## src/rtl/svpwm_pkg.sv

```systemverilog
package svpwm_pkg;

    localparam int VOLT_BITS_DEF     = 16;
    localparam int ANGLE_BITS_DEF    = 16;
    localparam int DUTY_BITS_DEF     = 16;
    localparam int CORDIC_STAGES_DEF = 16;
    localparam int STAGE_MAX         = 24;
    localparam int RECIP_BITS        = 16;

    localparam logic [RECIP_BITS-1:0] RECIP_RESET = 16'd5461;

    localparam logic [31:0] TURN_QUARTER  = 32'h4000_0000;
    localparam logic [31:0] TURN_HALF     = 32'h8000_0000;
    localparam logic [31:0] TURN_3QUARTER = 32'hC000_0000;

    localparam logic [15:0] INVK_Q16 = 16'd39797;
    localparam logic signed [32:0] INVK_Q30 = 33'sd652032874;
    localparam logic [30:0] K_1P5_Q30 = 31'd1610612736;
    localparam logic [30:0] K_S3H_Q30 = 31'd929887697;
    localparam logic [30:0] K_S3_Q30  = 31'd1859775393;

    // floor(r / 6) = (r * RECIP6) >> 34 for any 32-bit r
    localparam logic [31:0] RECIP6 = 32'hAAAA_AAAB;

    typedef enum logic [2:0] {
        SECTOR_0 = 3'd0,
        SECTOR_1 = 3'd1,
        SECTOR_2 = 3'd2,
        SECTOR_3 = 3'd3,
        SECTOR_4 = 3'd4,
        SECTOR_5 = 3'd5
    } t_sector;

    function automatic logic [31:0] atan_turn(input logic [4:0] idx);
        logic [31:0] v;
        case (idx)
            5'd0:  v = 32'h2000_0000;
            5'd1:  v = 32'h12E4_051E;
            5'd2:  v = 32'h09FB_385B;
            5'd3:  v = 32'h0511_11D4;
            5'd4:  v = 32'h028B_0D43;
            5'd5:  v = 32'h0145_D7E1;
            5'd6:  v = 32'h00A2_F61E;
            5'd7:  v = 32'h0051_7C55;
            5'd8:  v = 32'h0028_BE53;
            5'd9:  v = 32'h0014_5F2F;
            5'd10: v = 32'h000A_2F98;
            5'd11: v = 32'h0005_17CC;
            5'd12: v = 32'h0002_8BE6;
            5'd13: v = 32'h0001_45F3;
            5'd14: v = 32'h0000_A2FA;
            5'd15: v = 32'h0000_517D;
            5'd16: v = 32'h0000_28BE;
            5'd17: v = 32'h0000_145F;
            5'd18: v = 32'h0000_0A30;
            5'd19: v = 32'h0000_0518;
            5'd20: v = 32'h0000_028C;
            5'd21: v = 32'h0000_0146;
            5'd22: v = 32'h0000_00A3;
            5'd23: v = 32'h0000_0051;
            default: v = 32'h0000_0000;
        endcase
        return v;
    endfunction

endpackage

```

## src/rtl/svpwm_rot_cordic.sv

```systemverilog
module svpwm_rot_cordic #(
    parameter int VOLT_BITS = svpwm_pkg::VOLT_BITS_DEF,
    parameter int STAGES    = svpwm_pkg::CORDIC_STAGES_DEF
) (
    input  logic                 i_clk,
    input  logic                 i_rst_n,
    input  logic                 i_en,
    input  logic                 i_valid,
    input  logic [29:0]          i_phi,
    input  logic [VOLT_BITS+9:0] i_m,
    input  logic [2:0]           i_sector,
    output logic                 o_valid,
    output logic signed [32:0]   o_cos,
    output logic signed [32:0]   o_sin,
    output logic [VOLT_BITS+9:0] o_m,
    output logic [2:0]           o_sector
);

    localparam int N = (STAGES < svpwm_pkg::STAGE_MAX) ? STAGES : svpwm_pkg::STAGE_MAX;

    logic signed [32:0]   r_c     [N+1];
    logic signed [32:0]   r_s     [N+1];
    logic signed [31:0]   r_z     [N+1];
    logic                 r_valid [N+1];
    logic [VOLT_BITS+9:0] r_m     [N+1];
    logic [2:0]           r_sec   [N+1];

    always_ff @(posedge i_clk) begin
        if (!i_rst_n) begin
            r_valid[0] <= 1'b0;
        end else if (i_en) begin
            r_valid[0] <= i_valid;
        end
        if (i_en) begin
            r_c[0]   <= svpwm_pkg::INVK_Q30;
            r_s[0]   <= '0;
            r_z[0]   <= $signed({2'b00, i_phi});
            r_m[0]   <= i_m;
            r_sec[0] <= i_sector;
        end
    end

    for (genvar k = 0; k < N; k++) begin : g_stage
        logic signed [32:0] w_dc, w_ds;
        logic signed [31:0] w_at;

        assign w_dc = r_s[k] >>> k;
        assign w_ds = r_c[k] >>> k;
        assign w_at = $signed(svpwm_pkg::atan_turn(5'(k)));

        always_ff @(posedge i_clk) begin
            if (!i_rst_n) begin
                r_valid[k+1] <= 1'b0;
            end else if (i_en) begin
                r_valid[k+1] <= r_valid[k];
            end
            if (i_en) begin
                if (!r_z[k][31]) begin
                    r_c[k+1] <= r_c[k] - w_dc;
                    r_s[k+1] <= r_s[k] + w_ds;
                    r_z[k+1] <= r_z[k] - w_at;
                end else begin
                    r_c[k+1] <= r_c[k] + w_dc;
                    r_s[k+1] <= r_s[k] - w_ds;
                    r_z[k+1] <= r_z[k] + w_at;
                end
                r_m[k+1]   <= r_m[k];
                r_sec[k+1] <= r_sec[k];
            end
        end
    end

    assign o_valid  = r_valid[N];
    assign o_cos    = r_c[N];
    assign o_sin    = r_s[N];
    assign o_m      = r_m[N];
    assign o_sector = r_sec[N];

endmodule

```

## config.mk

```make
export PLATFORM = sky130hd
export DESIGN_NAME = svpwm_rot_cordic
export DESIGN_NICKNAME = d
export VERILOG_FILES = /design/src/rtl/svpwm_pkg.sv /design/src/rtl/svpwm_rot_cordic.sv
export SDC_FILE = /design/constraint.sdc
export NUM_CORES = 2
export LEC_CHECK = 0
export ABC_AREA = 0
export BUFFER_PORTS_ARGS = -buffer_cell sky130_fd_sc_hd__buf_4
export CORE_AREA = 3 3 586 530
export CTS_BUF_LIST = sky130_fd_sc_hd__clkbuf_4 sky130_fd_sc_hd__clkbuf_8
export CTS_CLUSTER_SIZE = 40
export DETAILED_ROUTE_END_ITERATION = 8
export DIE_AREA = 0 0 589 533
export SLEW_MARGIN = 20
export SYNTH_ARGS = -nofsm -noshare
export SYNTH_HDL_FRONTEND = slang
export SYNTH_SLANG_ARGS = --single-unit
```

## constraint.sdc

```tcl
create_clock -name i_clk -period 7.1 [get_ports i_clk]
set_clock_uncertainty 0.2 [all_clocks]
set_input_delay 0.355 -clock i_clk [delete_from_list [all_inputs] [get_ports i_clk]]
set_output_delay 0.355 -clock i_clk [all_outputs]
set_load 0.005 [all_outputs]
```

* After elaboration in Yosys (flattened, before gate mapping) *
Memories as Yosys holds them, arrays and structs flattened.
Cells that the tools add are included.

cells by class
  mux-type cells = 166
  add/subtract/negate cells = 95
  bitwise operators = 65

operators with widths
  cell                                            count
  33-bit 2-to-1 mux                               32
  32-bit 2-to-1 mux                               16
  1-bit 2-to-1 mux                                118
  33-bit by 18-bit adder with 33-bit output       2
  33-bit by 19-bit adder with 33-bit output       2
  33-bit by 20-bit adder with 33-bit output       2
  33-bit by 21-bit adder with 33-bit output       2
  33-bit by 22-bit adder with 33-bit output       2
  33-bit by 23-bit adder with 33-bit output       2
  33-bit by 24-bit adder with 33-bit output       2
  33-bit by 25-bit adder with 33-bit output       2
  33-bit by 26-bit adder with 33-bit output       2
  33-bit by 27-bit adder with 33-bit output       2
  33-bit by 28-bit adder with 33-bit output       2
  33-bit by 29-bit adder with 33-bit output       2
  33-bit by 30-bit adder with 33-bit output       2
  33-bit by 31-bit adder with 33-bit output       2
  33-bit by 32-bit adder with 33-bit output       2
  33-bit by 18-bit subtractor with 33-bit output  2
  33-bit by 19-bit subtractor with 33-bit output  2
  33-bit by 20-bit subtractor with 33-bit output  2
  33-bit by 21-bit subtractor with 33-bit output  2
  33-bit by 22-bit subtractor with 33-bit output  2
  33-bit by 23-bit subtractor with 33-bit output  2
  other kinds (44)                                118

storage, ports and cells
  output and inout port bits = 96
  RAM bits = 2,176
  word-level logic and storage cells = 332
  register bits = 0
  input bits = 63
  memories kept = 6

memory list
  memory   words  width  read ports  clocked after memory_dff  wr ports  RTL line                source
  r_c      17     33     17          0                         17        svpwm_rot_cordic.sv:21  logic signed [32:0] r_c [N+1];
  r_s      17     33     17          0                         17        svpwm_rot_cordic.sv:22  logic signed [32:0] r_s [N+1];
  r_z      17     32     16          0                         17        svpwm_rot_cordic.sv:23  logic signed [31:0] r_z [N+1];
  r_m      17     26     17          0                         17        svpwm_rot_cordic.sv:25  logic [VOLT_BITS+9:0] r_m [N+1];
  r_sec    17     3      17          0                         17        svpwm_rot_cordic.sv:26  logic [2:0] r_sec [N+1];
  r_valid  17     1      17          0                         17        svpwm_rot_cordic.sv:24  logic r_valid [N+1];

* Logic depth before layout (Yosys ltp) *
An unclocked memory read counts as a cell.

  word-level depth = 5
  depth in mapped cells = 22

* Worst setup path after synthesis *
OpenSTA, ideal clock, no wires.

  kind = input to register
  start point = input port i_en
  end point = memory r_s[11][30], data pin
  stages = 19
  setup time = 0.263 ns
  arrival = 4.563 ns
  path buffers = 3
  data required time = 6.637 ns
  slack = 2.074 ns
  cells stage by stage = clkbuf_1 -> nand2_1 -> clkinv_1 -> clkbuf_1 -> buf_1 -> mux2i_1 -> fa_1 -> a21o_1 -> a21oi_1 -> o21a_1 -> nor3_1 -> a211oi_1 -> nand2_1 -> a41o_1 -> a211o_1 -> a21oi_1 -> o21ai_1 -> a311oi_1 -> xnor2_1

RTL lines
  what                RTL line                source
  start: declaration  svpwm_rot_cordic.sv:7   input logic i_en,
  end: declaration    svpwm_rot_cordic.sv:22

==> results.cfg <==
[timing]
grt_setup_unrepaired = no
max-slew-margin-rel_pct = 29.6
maxSlewViolCount = 0
max_freq_mhz = 171
fin_tns_setup_ps = 0
final_hold_viol_count = 0
post-route-min-period_ps = 5840
finalCritPeriodShare_pct = 82.3
setup_viol = 0
worstMarginPinSlew_ps = 1060

[logic_synthesis]
yosys_register_bits = 1910
synthTopCellsByArea = edfxtp_1 44%, ha_1 13%, xnor2_1 7.4%
synth_top_cell_by_area = edfxtp_1
async_flop_share_pct = 0
ys_seq_area_share_pct = 43.9
yosys_warnings = 0
synth_ff_type = edfxtp_1
yosys.cell_types.count = 96
synth_commonest_cells = 1,909 x edfxtp_1, 1,315 x ha_1, 1,248 x a21oi_1
yosysTopAreaCellShare_pct = 43.8
yosysMostFrequentCell = edfxtp_1
netlist_instances = 12300
synth_edf_count = 1909
syn_area_um2 = 131000
syn_nets = 13700
avgSynthCellArea_um2 = 10.6

[global_routing]
grt_overflow = 0
grt.total_usage_pct = 20.4
grt_pass1_wl_um = 522000
first_global_vias = 93900
antenna_found_initial = 5
grt_max_degree = 173

[setup_path]
crit_type = reg -> reg
critPathMaxFanout = 6
cpPeakStageDelay_ps = 550
cp.arrival_ps = 6340
worstSetupStartpointType = flip-flop
critPathSlowestCell = a2111oi_0
cp.required_ps = 7600
cp-end-kind = flip-flop
path_cells = inv_1, ha_1, nor3b_1, nand2_1, o31ai_1, xnor2_1, ha_1, and3_1, a221o_1, a2111oi_0, a2111oi_0, a31oi_1, a21oi_1, a31o_2, a41o_1, o21ai_1, nand2b_1, a21oi_1, xnor2_1
reg2reg_slack_ps = 1260

[clocking]
h-tree-depth = 5
clock-root-buffer = clkbuf_8
post_cts_buffers = 0
clock_latency_ps = 1030
clk_pin_slew_ps = 60
cts_tree = done
cts_sinks = 1910
cts_resized = 0
clk_path_buf_depth = 4
cts_buffers = 330

[detailed_routing]
drt_first_pass_iters = 9
drt_iter0_drc = 6706
viasPerCell = 5.59
routed-via-count = 95400
drcViolationCount = 0
post_drt_wl_per_cell_um = 19.4
wirelength_um = 330000
ant_nets = 0

[place]
hpwl_um = 253000
place.gp.congestion = 0.917
io_buffers = 158
dp.cells = 16300

[floorplan]
coreArea_um2 = 304000
start_util_pct = 43.0
die_w_um = 589
dieHeight_um = 533
dieArea_um2 = 314000
io_pins = 159
row_count = 192

[finish]
final-instance-count-excl-fill = 17100
area.growth.synth_to_final_pct = 10.6
fin_nets = 14100
drive_gt1_share_pct = 6.93

[outcome]
outcome = finished clean

[worst_hold_path]
hp-class = reg -> reg

[run]
max-cap-violations = 0
-- worst max-delay path, delay by kind of cell, from the launching register on --
family	cells	cell delay (ps)
AND/OR/NAND/NOR	4	1040
buffers and inverters	1	100
XOR/XNOR	2	320
AO/OA/AOI/OAI	10	2900
adder cells (fa/ha/maj)	2	510
flip-flops	1	500
-- placed cells by master (no fill, tap or decap), drive strengths merged, types with 118 or more instances in the layout --
master	synthesis	final
nand4	119	119
a21oi	1249	1249
xor2	635	635
inv	422	438
xnor2	1098	1098
clkinv	2	118
nor3	200	200
dlygate4sd3	0	125
clkbuf	189	420
nand3	178	178
buf	64	240
and3	118	118
nor2	805	805
a21o	663	663
nor2b	186	186
a31oi	118	118
edfxtp	1909	1909
nand2b	212	212
nand2	606	606
o21a	158	158
ha	1315	1315
o21bai	158	158
o21ai	691	691
o31ai	132	132
-- final cells by class --
type | instances | area (um2)
Antenna cell | 3 | 7.51
Clock buffer | 420 | 5240
Clock inverter | 161 | 1480
Fill cell | 27900 | 159000
Inverter | 424 | 1590
Multi-Input combinational cell | 9700 | 70800
Sequential cell | 1910 | 57300
Tap cell | 4074 | 5100
Timing Repair Buffer | 365 | 3130
-- per-layer routing --
layer / global-route usage [%] / vias up / routed length (um)
li1: - / 47000 / -
met2: 34.6 / 2200 / 157000
met1: 27.6 / 45700 / 151000
met3: 2.13 / 509 / 13600
met4: 5.55 / 2 / 8330
met5: 0 / - / 13
-- registers in the layout (all words and copies together), names as in the netlist --
| name | count |
|---|---|
| r_valid | 17 |
| r_c | 461 |
| r_s | 463 |
| r_sec | 51 |
| r_z | 476 |
| r_m | 442 |
-- final timing paths --
check | startpoint | end | cells past startpoint
worst min register to register | r_m[0][18] | r_m[0][44] | 0
worst max register to register | r_s[4][4] | r_c[5][29] | 19
worst min-delay path | r_m[0][18] | r_m[0][44] | 0
worst max-delay path | r_s[4][4] | r_c[5][29] | 19
-- repair_timing --
action | in CTS | in global routing
endpoints found under the setup margin | 0 | 0
hold buffers | 125 | 0
hold endpoints to repair | 281 | 0
-- cells by family after synthesis --
logic type,after synthesis,share of synthesized area [%]
AOI/OAI and AO/OA,3701,17.9
xor gates and xnor gates,1733,11.6
adders and majority gates,1354,13.2
buffers and inverters,677,2.03
DFF,1910,43.9
muxes,106,0.852
and+or+nand+nor,2806,10.6
-- per-stage QoR --
stage / util [%] / instance area (um2) / hold WS, ps / worst slack, ps
finish: 47.6 / 145000 / 177 / 1260
global route: 47.6 / 145000 / 160 / 715
CTS: 47.6 / 145000 / 98.8 / 1320
detailed placement: 44.9 / 137000 / 205 / 1210
global placement: 44.9 / 137000 / 200 / 1250
floorplan: - / 131000 / 200 / 2070
Power is not shown: default switching activity piles up to over one toggle a cycle in this logic, so the estimate is an artifact.
