**src/rtl/svpwm_pkg.sv**
```systemverilog
package svpwm_pkg;

    localparam int VOLT_BITS_DEF     = 16;
    localparam int ANGLE_BITS_DEF    = 16;
    localparam int DUTY_BITS_DEF     = 16;
    localparam int CORDIC_STAGES_DEF = 16;
    localparam int STAGE_MAX         = 24;
    localparam int RECIP_BITS        = 16;

    localparam logic [RECIP_BITS-1:0] RECIP_RESET = 16'd5461;

    localparam logic [31:0] TURN_QUARTER  = 32'h4000_0000;
    localparam logic [31:0] TURN_HALF     = 32'h8000_0000;
    localparam logic [31:0] TURN_3QUARTER = 32'hC000_0000;

    localparam logic [15:0] INVK_Q16 = 16'd39797;
    localparam logic signed [32:0] INVK_Q30 = 33'sd652032874;
    localparam logic [30:0] K_1P5_Q30 = 31'd1610612736;
    localparam logic [30:0] K_S3H_Q30 = 31'd929887697;
    localparam logic [30:0] K_S3_Q30  = 31'd1859775393;

    // floor(r / 6) = (r * RECIP6) >> 34 for any 32-bit r
    localparam logic [31:0] RECIP6 = 32'hAAAA_AAAB;

    typedef enum logic [2:0] {
        SECTOR_0 = 3'd0,
        SECTOR_1 = 3'd1,
        SECTOR_2 = 3'd2,
        SECTOR_3 = 3'd3,
        SECTOR_4 = 3'd4,
        SECTOR_5 = 3'd5
    } t_sector;

    function automatic logic [31:0] atan_turn(input logic [4:0] idx);
        logic [31:0] v;
        case (idx)
            5'd0:  v = 32'h2000_0000;
            5'd1:  v = 32'h12E4_051E;
            5'd2:  v = 32'h09FB_385B;
            5'd3:  v = 32'h0511_11D4;
            5'd4:  v = 32'h028B_0D43;
            5'd5:  v = 32'h0145_D7E1;
            5'd6:  v = 32'h00A2_F61E;
            5'd7:  v = 32'h0051_7C55;
            5'd8:  v = 32'h0028_BE53;
            5'd9:  v = 32'h0014_5F2F;
            5'd10: v = 32'h000A_2F98;
            5'd11: v = 32'h0005_17CC;
            5'd12: v = 32'h0002_8BE6;
            5'd13: v = 32'h0001_45F3;
            5'd14: v = 32'h0000_A2FA;
            5'd15: v = 32'h0000_517D;
            5'd16: v = 32'h0000_28BE;
            5'd17: v = 32'h0000_145F;
            5'd18: v = 32'h0000_0A30;
            5'd19: v = 32'h0000_0518;
            5'd20: v = 32'h0000_028C;
            5'd21: v = 32'h0000_0146;
            5'd22: v = 32'h0000_00A3;
            5'd23: v = 32'h0000_0051;
            default: v = 32'h0000_0000;
        endcase
        return v;
    endfunction

endpackage

```
**src/rtl/svpwm_vec_cordic.sv**
```systemverilog
module svpwm_vec_cordic #(
    parameter int VOLT_BITS  = svpwm_pkg::VOLT_BITS_DEF,
    parameter int ANGLE_BITS = svpwm_pkg::ANGLE_BITS_DEF,
    parameter int STAGES     = svpwm_pkg::CORDIC_STAGES_DEF
) (
    input  logic                        i_clk,
    input  logic                        i_rst_n,
    input  logic                        i_en,
    input  logic                        i_valid,
    input  logic signed [VOLT_BITS-1:0] i_volt_q,
    input  logic signed [VOLT_BITS-1:0] i_volt_d,
    input  logic [ANGLE_BITS-1:0]       i_theta,
    output logic                        o_valid,
    output logic                        o_d_zero,
    output logic signed [VOLT_BITS-1:0] o_volt_q,
    output logic [ANGLE_BITS-1:0]       o_theta,
    output logic [VOLT_BITS+9:0]        o_x,
    output logic [31:0]                 o_z
);

    localparam int XW = VOLT_BITS + 11;
    localparam int N  = (STAGES < svpwm_pkg::STAGE_MAX) ? STAGES : svpwm_pkg::STAGE_MAX;

    logic signed [XW-1:0]        r_x     [N+1];
    logic signed [XW-1:0]        r_y     [N+1];
    logic [31:0]                 r_z     [N+1];
    logic                        r_valid [N+1];
    logic                        r_dz    [N+1];
    logic signed [VOLT_BITS-1:0] r_vq    [N+1];
    logic [ANGLE_BITS-1:0]       r_th    [N+1];

    logic signed [XW-1:0] w_xin, w_yin, n_x0, n_y0;
    logic [31:0]          n_z0;

    assign w_xin = XW'(i_volt_d) <<< 8;
    assign w_yin = XW'(i_volt_q) <<< 8;

    // fold the left half plane onto the right
    always_comb begin
        n_x0 = w_xin;
        n_y0 = w_yin;
        n_z0 = '0;
        if (w_xin < 0) begin
            n_x0 = -w_xin;
            n_y0 = -w_yin;
            n_z0 = svpwm_pkg::TURN_HALF;
        end
    end

    always_ff @(posedge i_clk) begin
        if (!i_rst_n) begin
            r_valid[0] <= 1'b0;
        end else if (i_en) begin
            r_valid[0] <= i_valid;
        end
        if (i_en) begin
            r_x[0]  <= n_x0;
            r_y[0]  <= n_y0;
            r_z[0]  <= n_z0;
            r_dz[0] <= (i_volt_d == '0);
            r_vq[0] <= i_volt_q;
            r_th[0] <= i_theta;
        end
    end

    for (genvar k = 0; k < N; k++) begin : g_stage
        logic signed [XW-1:0] w_dx, w_dy;
        logic [31:0]          w_at;

        assign w_dx = r_y[k] >>> k;
        assign w_dy = r_x[k] >>> k;
        assign w_at = svpwm_pkg::atan_turn(5'(k));

        always_ff @(posedge i_clk) begin
            if (!i_rst_n) begin
                r_valid[k+1] <= 1'b0;
            end else if (i_en) begin
                r_valid[k+1] <= r_valid[k];
            end
            if (i_en) begin
                if (r_y[k] > 0) begin
                    r_x[k+1] <= r_x[k] + w_dx;
                    r_y[k+1] <= r_y[k] - w_dy;
                    r_z[k+1] <= r_z[k] + w_at;
                end else begin
                    r_x[k+1] <= r_x[k] - w_dx;
                    r_y[k+1] <= r_y[k] + w_dy;
                    r_z[k+1] <= r_z[k] - w_at;
                end
                r_dz[k+1] <= r_dz[k];
                r_vq[k+1] <= r_vq[k];
                r_th[k+1] <= r_th[k];
            end
        end
    end

    assign o_valid  = r_valid[N];
    assign o_d_zero = r_dz[N];
    assign o_volt_q = r_vq[N];
    assign o_theta  = r_th[N];
    assign o_x      = (r_x[N] < 0) ? '0 : r_x[N][XW-2:0];
    assign o_z      = r_z[N];

endmodule

```
**config.mk**
```make
export PLATFORM = sky130hd
export DESIGN_NAME = svpwm_vec_cordic
export DESIGN_NICKNAME = d
export VERILOG_FILES = /design/src/rtl/svpwm_pkg.sv /design/src/rtl/svpwm_vec_cordic.sv
export SDC_FILE = /design/constraint.sdc
export NUM_CORES = 2
export LEC_CHECK = 0
export BUFFER_PORTS_ARGS = -buffer_cell sky130_fd_sc_hd__clkbuf_2
export CORE_MARGIN = 2
export CORE_UTILIZATION = 35
export CTS_BUF_LIST = sky130_fd_sc_hd__clkbuf_8
export DETAILED_ROUTE_END_ITERATION = 10
export PLACE_DENSITY_LB_ADDON = 0.15
export SLEW_MARGIN = 20
export SYNTH_ARGS = -nofsm -noshare
export SYNTH_HDL_FRONTEND = slang
export SYNTH_SLANG_ARGS = --single-unit
```
**constraint.sdc**
```tcl
create_clock -name i_clk -period 17.7 [get_ports i_clk]
set_input_delay 0.885 -clock i_clk [delete_from_list [all_inputs] [get_ports i_clk]]
set_output_delay 0.885 -clock i_clk [all_outputs]
set_load 0.01 [all_outputs]
```
## Yosys cells after proc, flatten, opt, wreduce, memory -nomap -nowiden

Memory sizes are Yosys's and may differ from the RTL's.
Cells that the tools add are included.

| cells by class | value |
|---|---|
| $add $sub $neg | 97 |
| order comparisons | 18 |
| multiplexer cells | 170 |
| bitwise logic cells | 65 |
| reduce and logical (&&, ||, !) cells | 1 |

Operators by type and width:

| operator | number |
|---|---|
| 27-bit 2-to-1 mux | 34 |
| 32-bit 2-to-1 mux | 17 |
| 27-bit by 1-bit greater-than comparator with 1-bit output, second input constant | 16 |
| 1-bit 2-to-1 mux | 118 |
| 1-bit bitwise OR | 65 |
| 27-bit by 12-bit adder with 27-bit output | 2 |
| 27-bit by 13-bit adder with 27-bit output | 2 |
| 27-bit by 14-bit adder with 27-bit output | 2 |
| 27-bit by 15-bit adder with 27-bit output | 2 |
| 27-bit by 16-bit adder with 27-bit output | 2 |
| 27-bit by 17-bit adder with 27-bit output | 2 |
| 27-bit by 18-bit adder with 27-bit output | 2 |
| 27-bit by 19-bit adder with 27-bit output | 2 |
| 27-bit by 20-bit adder with 27-bit output | 2 |
| 27-bit by 21-bit adder with 27-bit output | 2 |
| 27-bit by 22-bit adder with 27-bit output | 2 |
| 27-bit by 23-bit adder with 27-bit output | 2 |
| 27-bit by 24-bit adder with 27-bit output | 2 |
| 27-bit by 25-bit adder with 27-bit output | 2 |
| 27-bit by 26-bit adder with 27-bit output | 2 |
| 24-bit negator with 27-bit output | 2 |
| 27-bit by 12-bit subtractor with 27-bit output | 2 |
| 27-bit by 13-bit subtractor with 27-bit output | 2 |
| 27-bit by 14-bit subtractor with 27-bit output | 2 |
| other kinds (50) | 63 |

| storage, ports and cells | value |
|---|---|
| register bits | 0 |
| bits in writable memories | 2040 |
| bits of input ports | 52 |
| output and inout port bits | 92 |
| word-level logic and storage cells | 358 |
| memories | 7 |

Memories:

| name | depth | bits a word | rd ports | clocked after memory_dff | wr ports | RTL line | RTL |
|---|---|---|---|---|---|---|---|
| r_z | 17 | 32 | 17 | 0 | 17 | svpwm_vec_cordic.sv:26 | `logic [31:0] r_z [N+1];` |
| r_x | 17 | 27 | 17 | 0 | 17 | svpwm_vec_cordic.sv:24 | `logic signed [XW-1:0] r_x [N+1];` |
| r_y | 17 | 27 | 16 | 0 | 17 | svpwm_vec_cordic.sv:25 | `logic signed [XW-1:0] r_y [N+1];` |
| r_th | 17 | 16 | 17 | 0 | 17 | svpwm_vec_cordic.sv:30 | `logic [ANGLE_BITS-1:0] r_th [N+1];` |
| r_vq | 17 | 16 | 17 | 0 | 17 | svpwm_vec_cordic.sv:29 | `logic signed [VOLT_BITS-1:0] r_vq [N+1];` |
| r_dz | 17 | 1 | 17 | 0 | 17 | svpwm_vec_cordic.sv:28 | `logic r_dz [N+1];` |
| 1 more memories | n/a | n/a | n/a | n/a | n/a | n/a |  |

## Depth between registers and ports, before layout

An unclocked memory read counts as a cell.

| depth | value |
|---|---|
| depth after elaboration | 6 |
| depth in mapped cells | 24 |
| depth with buffers taken out | 23 |

## Worst setup path before layout

Ideal clock, no wire load.

| timing path | value |
|---|---|
| kind | reg2reg |
| start point | memory r_y[9][15] in the netlist's numbering |
| end point | memory r_y[10][26] in the netlist's numbering, data pin |
| library setup time | 0.273 ns |
| arrival | 5.781 ns |
| required time | 17.427 ns |
| setup slack | 11.646 ns |
| cell stages (with the launch flop) | 24 |
| path buffers | 2 |
| period minus slack after synthesis | 6.054 ns |
| cell sequence | edfxtp_1 > or4_1 > or2_1 > or4_1 > or3_1 > clkbuf_1 > nor2_1 > o21ai_1 > inv_2 > clkbuf_1 > nor2_1 > xor2_1 > ha_1 > a21o_1 > a21oi_1 > o21ai_0 > nand4_1 > a311oi_1 > o21a_1 > o21a_1 > a221oi_1 > nor2_1 > a2111oi_0 > xnor2_1 |

RTL lines:

| element | RTL line |
|---|---|
| from (decl) | svpwm_vec_cordic.sv:25 |

==> results_dict.tcl <==
set metrics [dict create \
    rows 215 \
    yosysTopAreaCell "edfxtp_1" \
    coreArea_um2 343300 \
    ys_ff_latch 1844 \
    met2_usage 0.2979 \
    vias 84180 \
    hold_viol 0 \
    cp_slowest_stage_delay_ns 1.01 \
    fp.dieArea_um2 349900 \
    post-route-period-util 0.4146 \
    io_buffers 142 \
    grt_usage 0.1622 \
    start_util 0.3519 \
    use_met3 0.01925 \
    die_h_um 591.5 \
    outcome "finished, final reports clean" \
    tritoncts "done" \
    ys_seq_area_frac 0.4583 \
    cts-buffers-inserted 343 \
    synthArstFlopShare 0 \
    post_cts_buffers 0 \
    place_hpwl_mm 222.0 \
    antenna_left 0 \
    die-width_um 591.5 \
    slew_headroom 0.1906 \
    synth_edf_count 1843 \
    slowest_stage "a311oi_1" \
    skew_ns 0.09120 \
    final_layout_size_suffix_gt1_frac 0.06577 \
    h-tree-depth 5 \
    nFillCells 33460 \
    setup_viol 0 \
    drc 0 \
    crit_type "flop to flop" \
    grt_pass1_wl_mm 458.5 \
    holdCritPathClass "input port to flop" \
    path_cells "or4_1 > nor4_1 > nand2_1 > nor4_1 > o21ai_4 > buf_4 > a21oi_1 > ha_1 > nor2b_1 > o21a_1 > o21ai_0 > a221oi_1 > a311oi_1 > a31o_2 > a21oi_1 > o31a_1 > a221o_1 > a311oi_1 > xnor2_1" \
    cts.sinks 1844 \
    viasPerCell 5.142 \
    top_usage_layer "met2" \
    place.gp.congestion 0.8993 \
    fmax_ghz 0.1363 \
    netlist_area_um2 120800 \
    met1_usage 0.1865 \
    critPathLaunchType "flop" \
    required_ns 18.40 \
    area_growth_pct 10.88 \
    synth_top_area_frac 0.4581 \
    avgRoutedWirePerCell_um 17.78 \
    synth-main-ff-cell "edfxtp_1" \
    cts_root_buffer "clkbuf_8" \
    cp-end-kind "flop" \
    cts_max_path_buffers 4 \
    antenna_found_initial 3 \
    path_max_fanout 45 \
    yosysUniqueCellTypes 98 \
    final_max_slew_viol_count 0 \
    grt_max_degree 204 \
    worstMarginPinSlew_ns 1.206 \
    avgSynthCellArea_um2 10.82 \
    synthCells 11170 \
    clkLatencyLatePin_ns 1.04 \
    clk_pin_slew_ns 0.06 \
    ys_warn_count 0 \
    nNetsFinal 12840 \
    dr.pass1.iters 7 \
    grt_overflow_total 0 \
    critPathArrivalTime_ns 8.04 \
    worst-path-buf-inv 1 \
    maxCapViolations 0 \
    min_period_ns 7.339 \
    num_io_pins 144 \
    yosysMostFrequentCell "edfxtp_1" \
    synth_common_cells "edfxtp_1 (1843), ha_1 (1197), xnor2_1 (1035)" \
    grt_pass1_vias 84960 \
    yosys-top-cells-area "edfxtp_1 (46%), ha_1 (12%), xnor2_1 (7.5%), a21oi_1 (3.8%), xor2_1 (3.6%)" \
    fin_tns_setup_ns 0 \
    drt_iter0_markers 4160 \
    rsz0062_at_grt "no" \
    cpLargestDelayFamily "compound AO/OA/AOI/OAI gates" \
    drt-total-wl_mm 291.2 \
]
==> per-layer routing <==
metal	up-vias	share of wire
li1	42500	-
met3	604	0.031
met4	4	0.047
met5	-	0.00011
met1	39560	0.42
met2	1525	0.51
==> sequential cells by signal (all words and copies together), names as in the netlist <==
register / cells
r_dz: 17
r_valid: 17
r_th: 272
r_y: 397
r_vq: 272
r_z: 440
r_x: 429
==> cells by family (layout without fill, tap and decap cells) <==
group / Yosys count / in the layout / synth area share
compound gates: 3105 / 3105 / 0.1641
xor+xnor: 1538 / 1538 / 0.1115
fa+ha+maj: 1234 / 1234 / 0.1301
buf+inv: 692 / 1335 / 0.02255
flops: 1844 / 1844 / 0.4583
mux: 57 / 57 / 0.004961
other cells: 1 / 5 / 0.00003104
simple gates: 2696 / 2696 / 0.1084
==> cell usage in the layout (no fill, tap or decap), drive strengths merged, types with 126 or more instances in the layout <==
cell type	instances
xnor2	1035
o21a	149
ha	1197
o21bai	161
a21oi	921
a21o	443
o21ai	643
nor3	243
nand2b	169
nor2	756
nor2b	153
nand2	625
clkinv	126
inv	589
edfxtp	1843
clkbuf	487
o31ai	173
xor2	503
nand3	183
==> final timing paths <==
path,from,slack (ns),to,cells past startpoint
worst min-delay path,i_volt_d[9],0.18,r_x[0][17],2
worst min register to register,r_th[0][186],0.40,r_th[0][202],0
worst max register to register,r_y[8][12],10.36,r_x[9][25],19
worst max-delay path,r_y[8][12],10.36,r_x[9][25],19
==> timing repair <==
item | in CTS | in global routing
hold buffers | 37 | 0
endpoints found under the setup margin | 0 | 0
hold endpoints to repair | 38 | 0
resized for setup | 0 | 0
==> per-stage QoR <==
| step | setup WS (ns) | hold slack [ns] | util | instances | cell area, um^2 |
|---|---|---|---|---|---|
| after floorplan | 11.65 | 0.4003 | - | 11170 | 120800 |
| after global placement | 9.363 | 0.4004 | 0.3699 | 15730 | 127000 |
| after detailed placement | 9.475 | 0.4045 | 0.3699 | 15730 | 127000 |
| after CTS | 10.38 | 0.0006715 | 0.3902 | 16370 | 133900 |
| after global routing | 9.812 | 0.06287 | 0.3902 | 16370 | 133900 |
| final | 10.36 | 0.1757 | 0.3902 | 16370 | 133900 |
==> cell type report <==
class | instances | area [um^2] | area share
Multi-Input combinational cell | 8634 | 62850 | 0.4693
Tap cell | 4557 | 5702 | 0.04257
Inverter | 486 | 1824 | 0.01362
Timing Repair Buffer | 243 | 1618 | 0.01208
Clock buffer | 346 | 4762 | 0.03555
Clock inverter | 260 | 1815 | 0.01355
Antenna cell | 1 | 2.502 | 0.00001868
Sequential cell | 1844 | 55360 | 0.4133
==> worst reg2reg max path, delay by kind of cell, from the launching register on <==
family / cells / cell delay, ns
adder cells (fa/ha/maj): 1 / 0.29
buffers and inverters: 1 / 0.32
XOR/XNOR: 1 / 0.11
flip-flops: 1 / 0.49
AO/OA/AOI/OAI: 11 / 3.64
AND/OR/NAND/NOR: 5 / 2.20
Power is not shown: default switching activity piles up to over one toggle a cycle in this logic, so the estimate is an artifact.
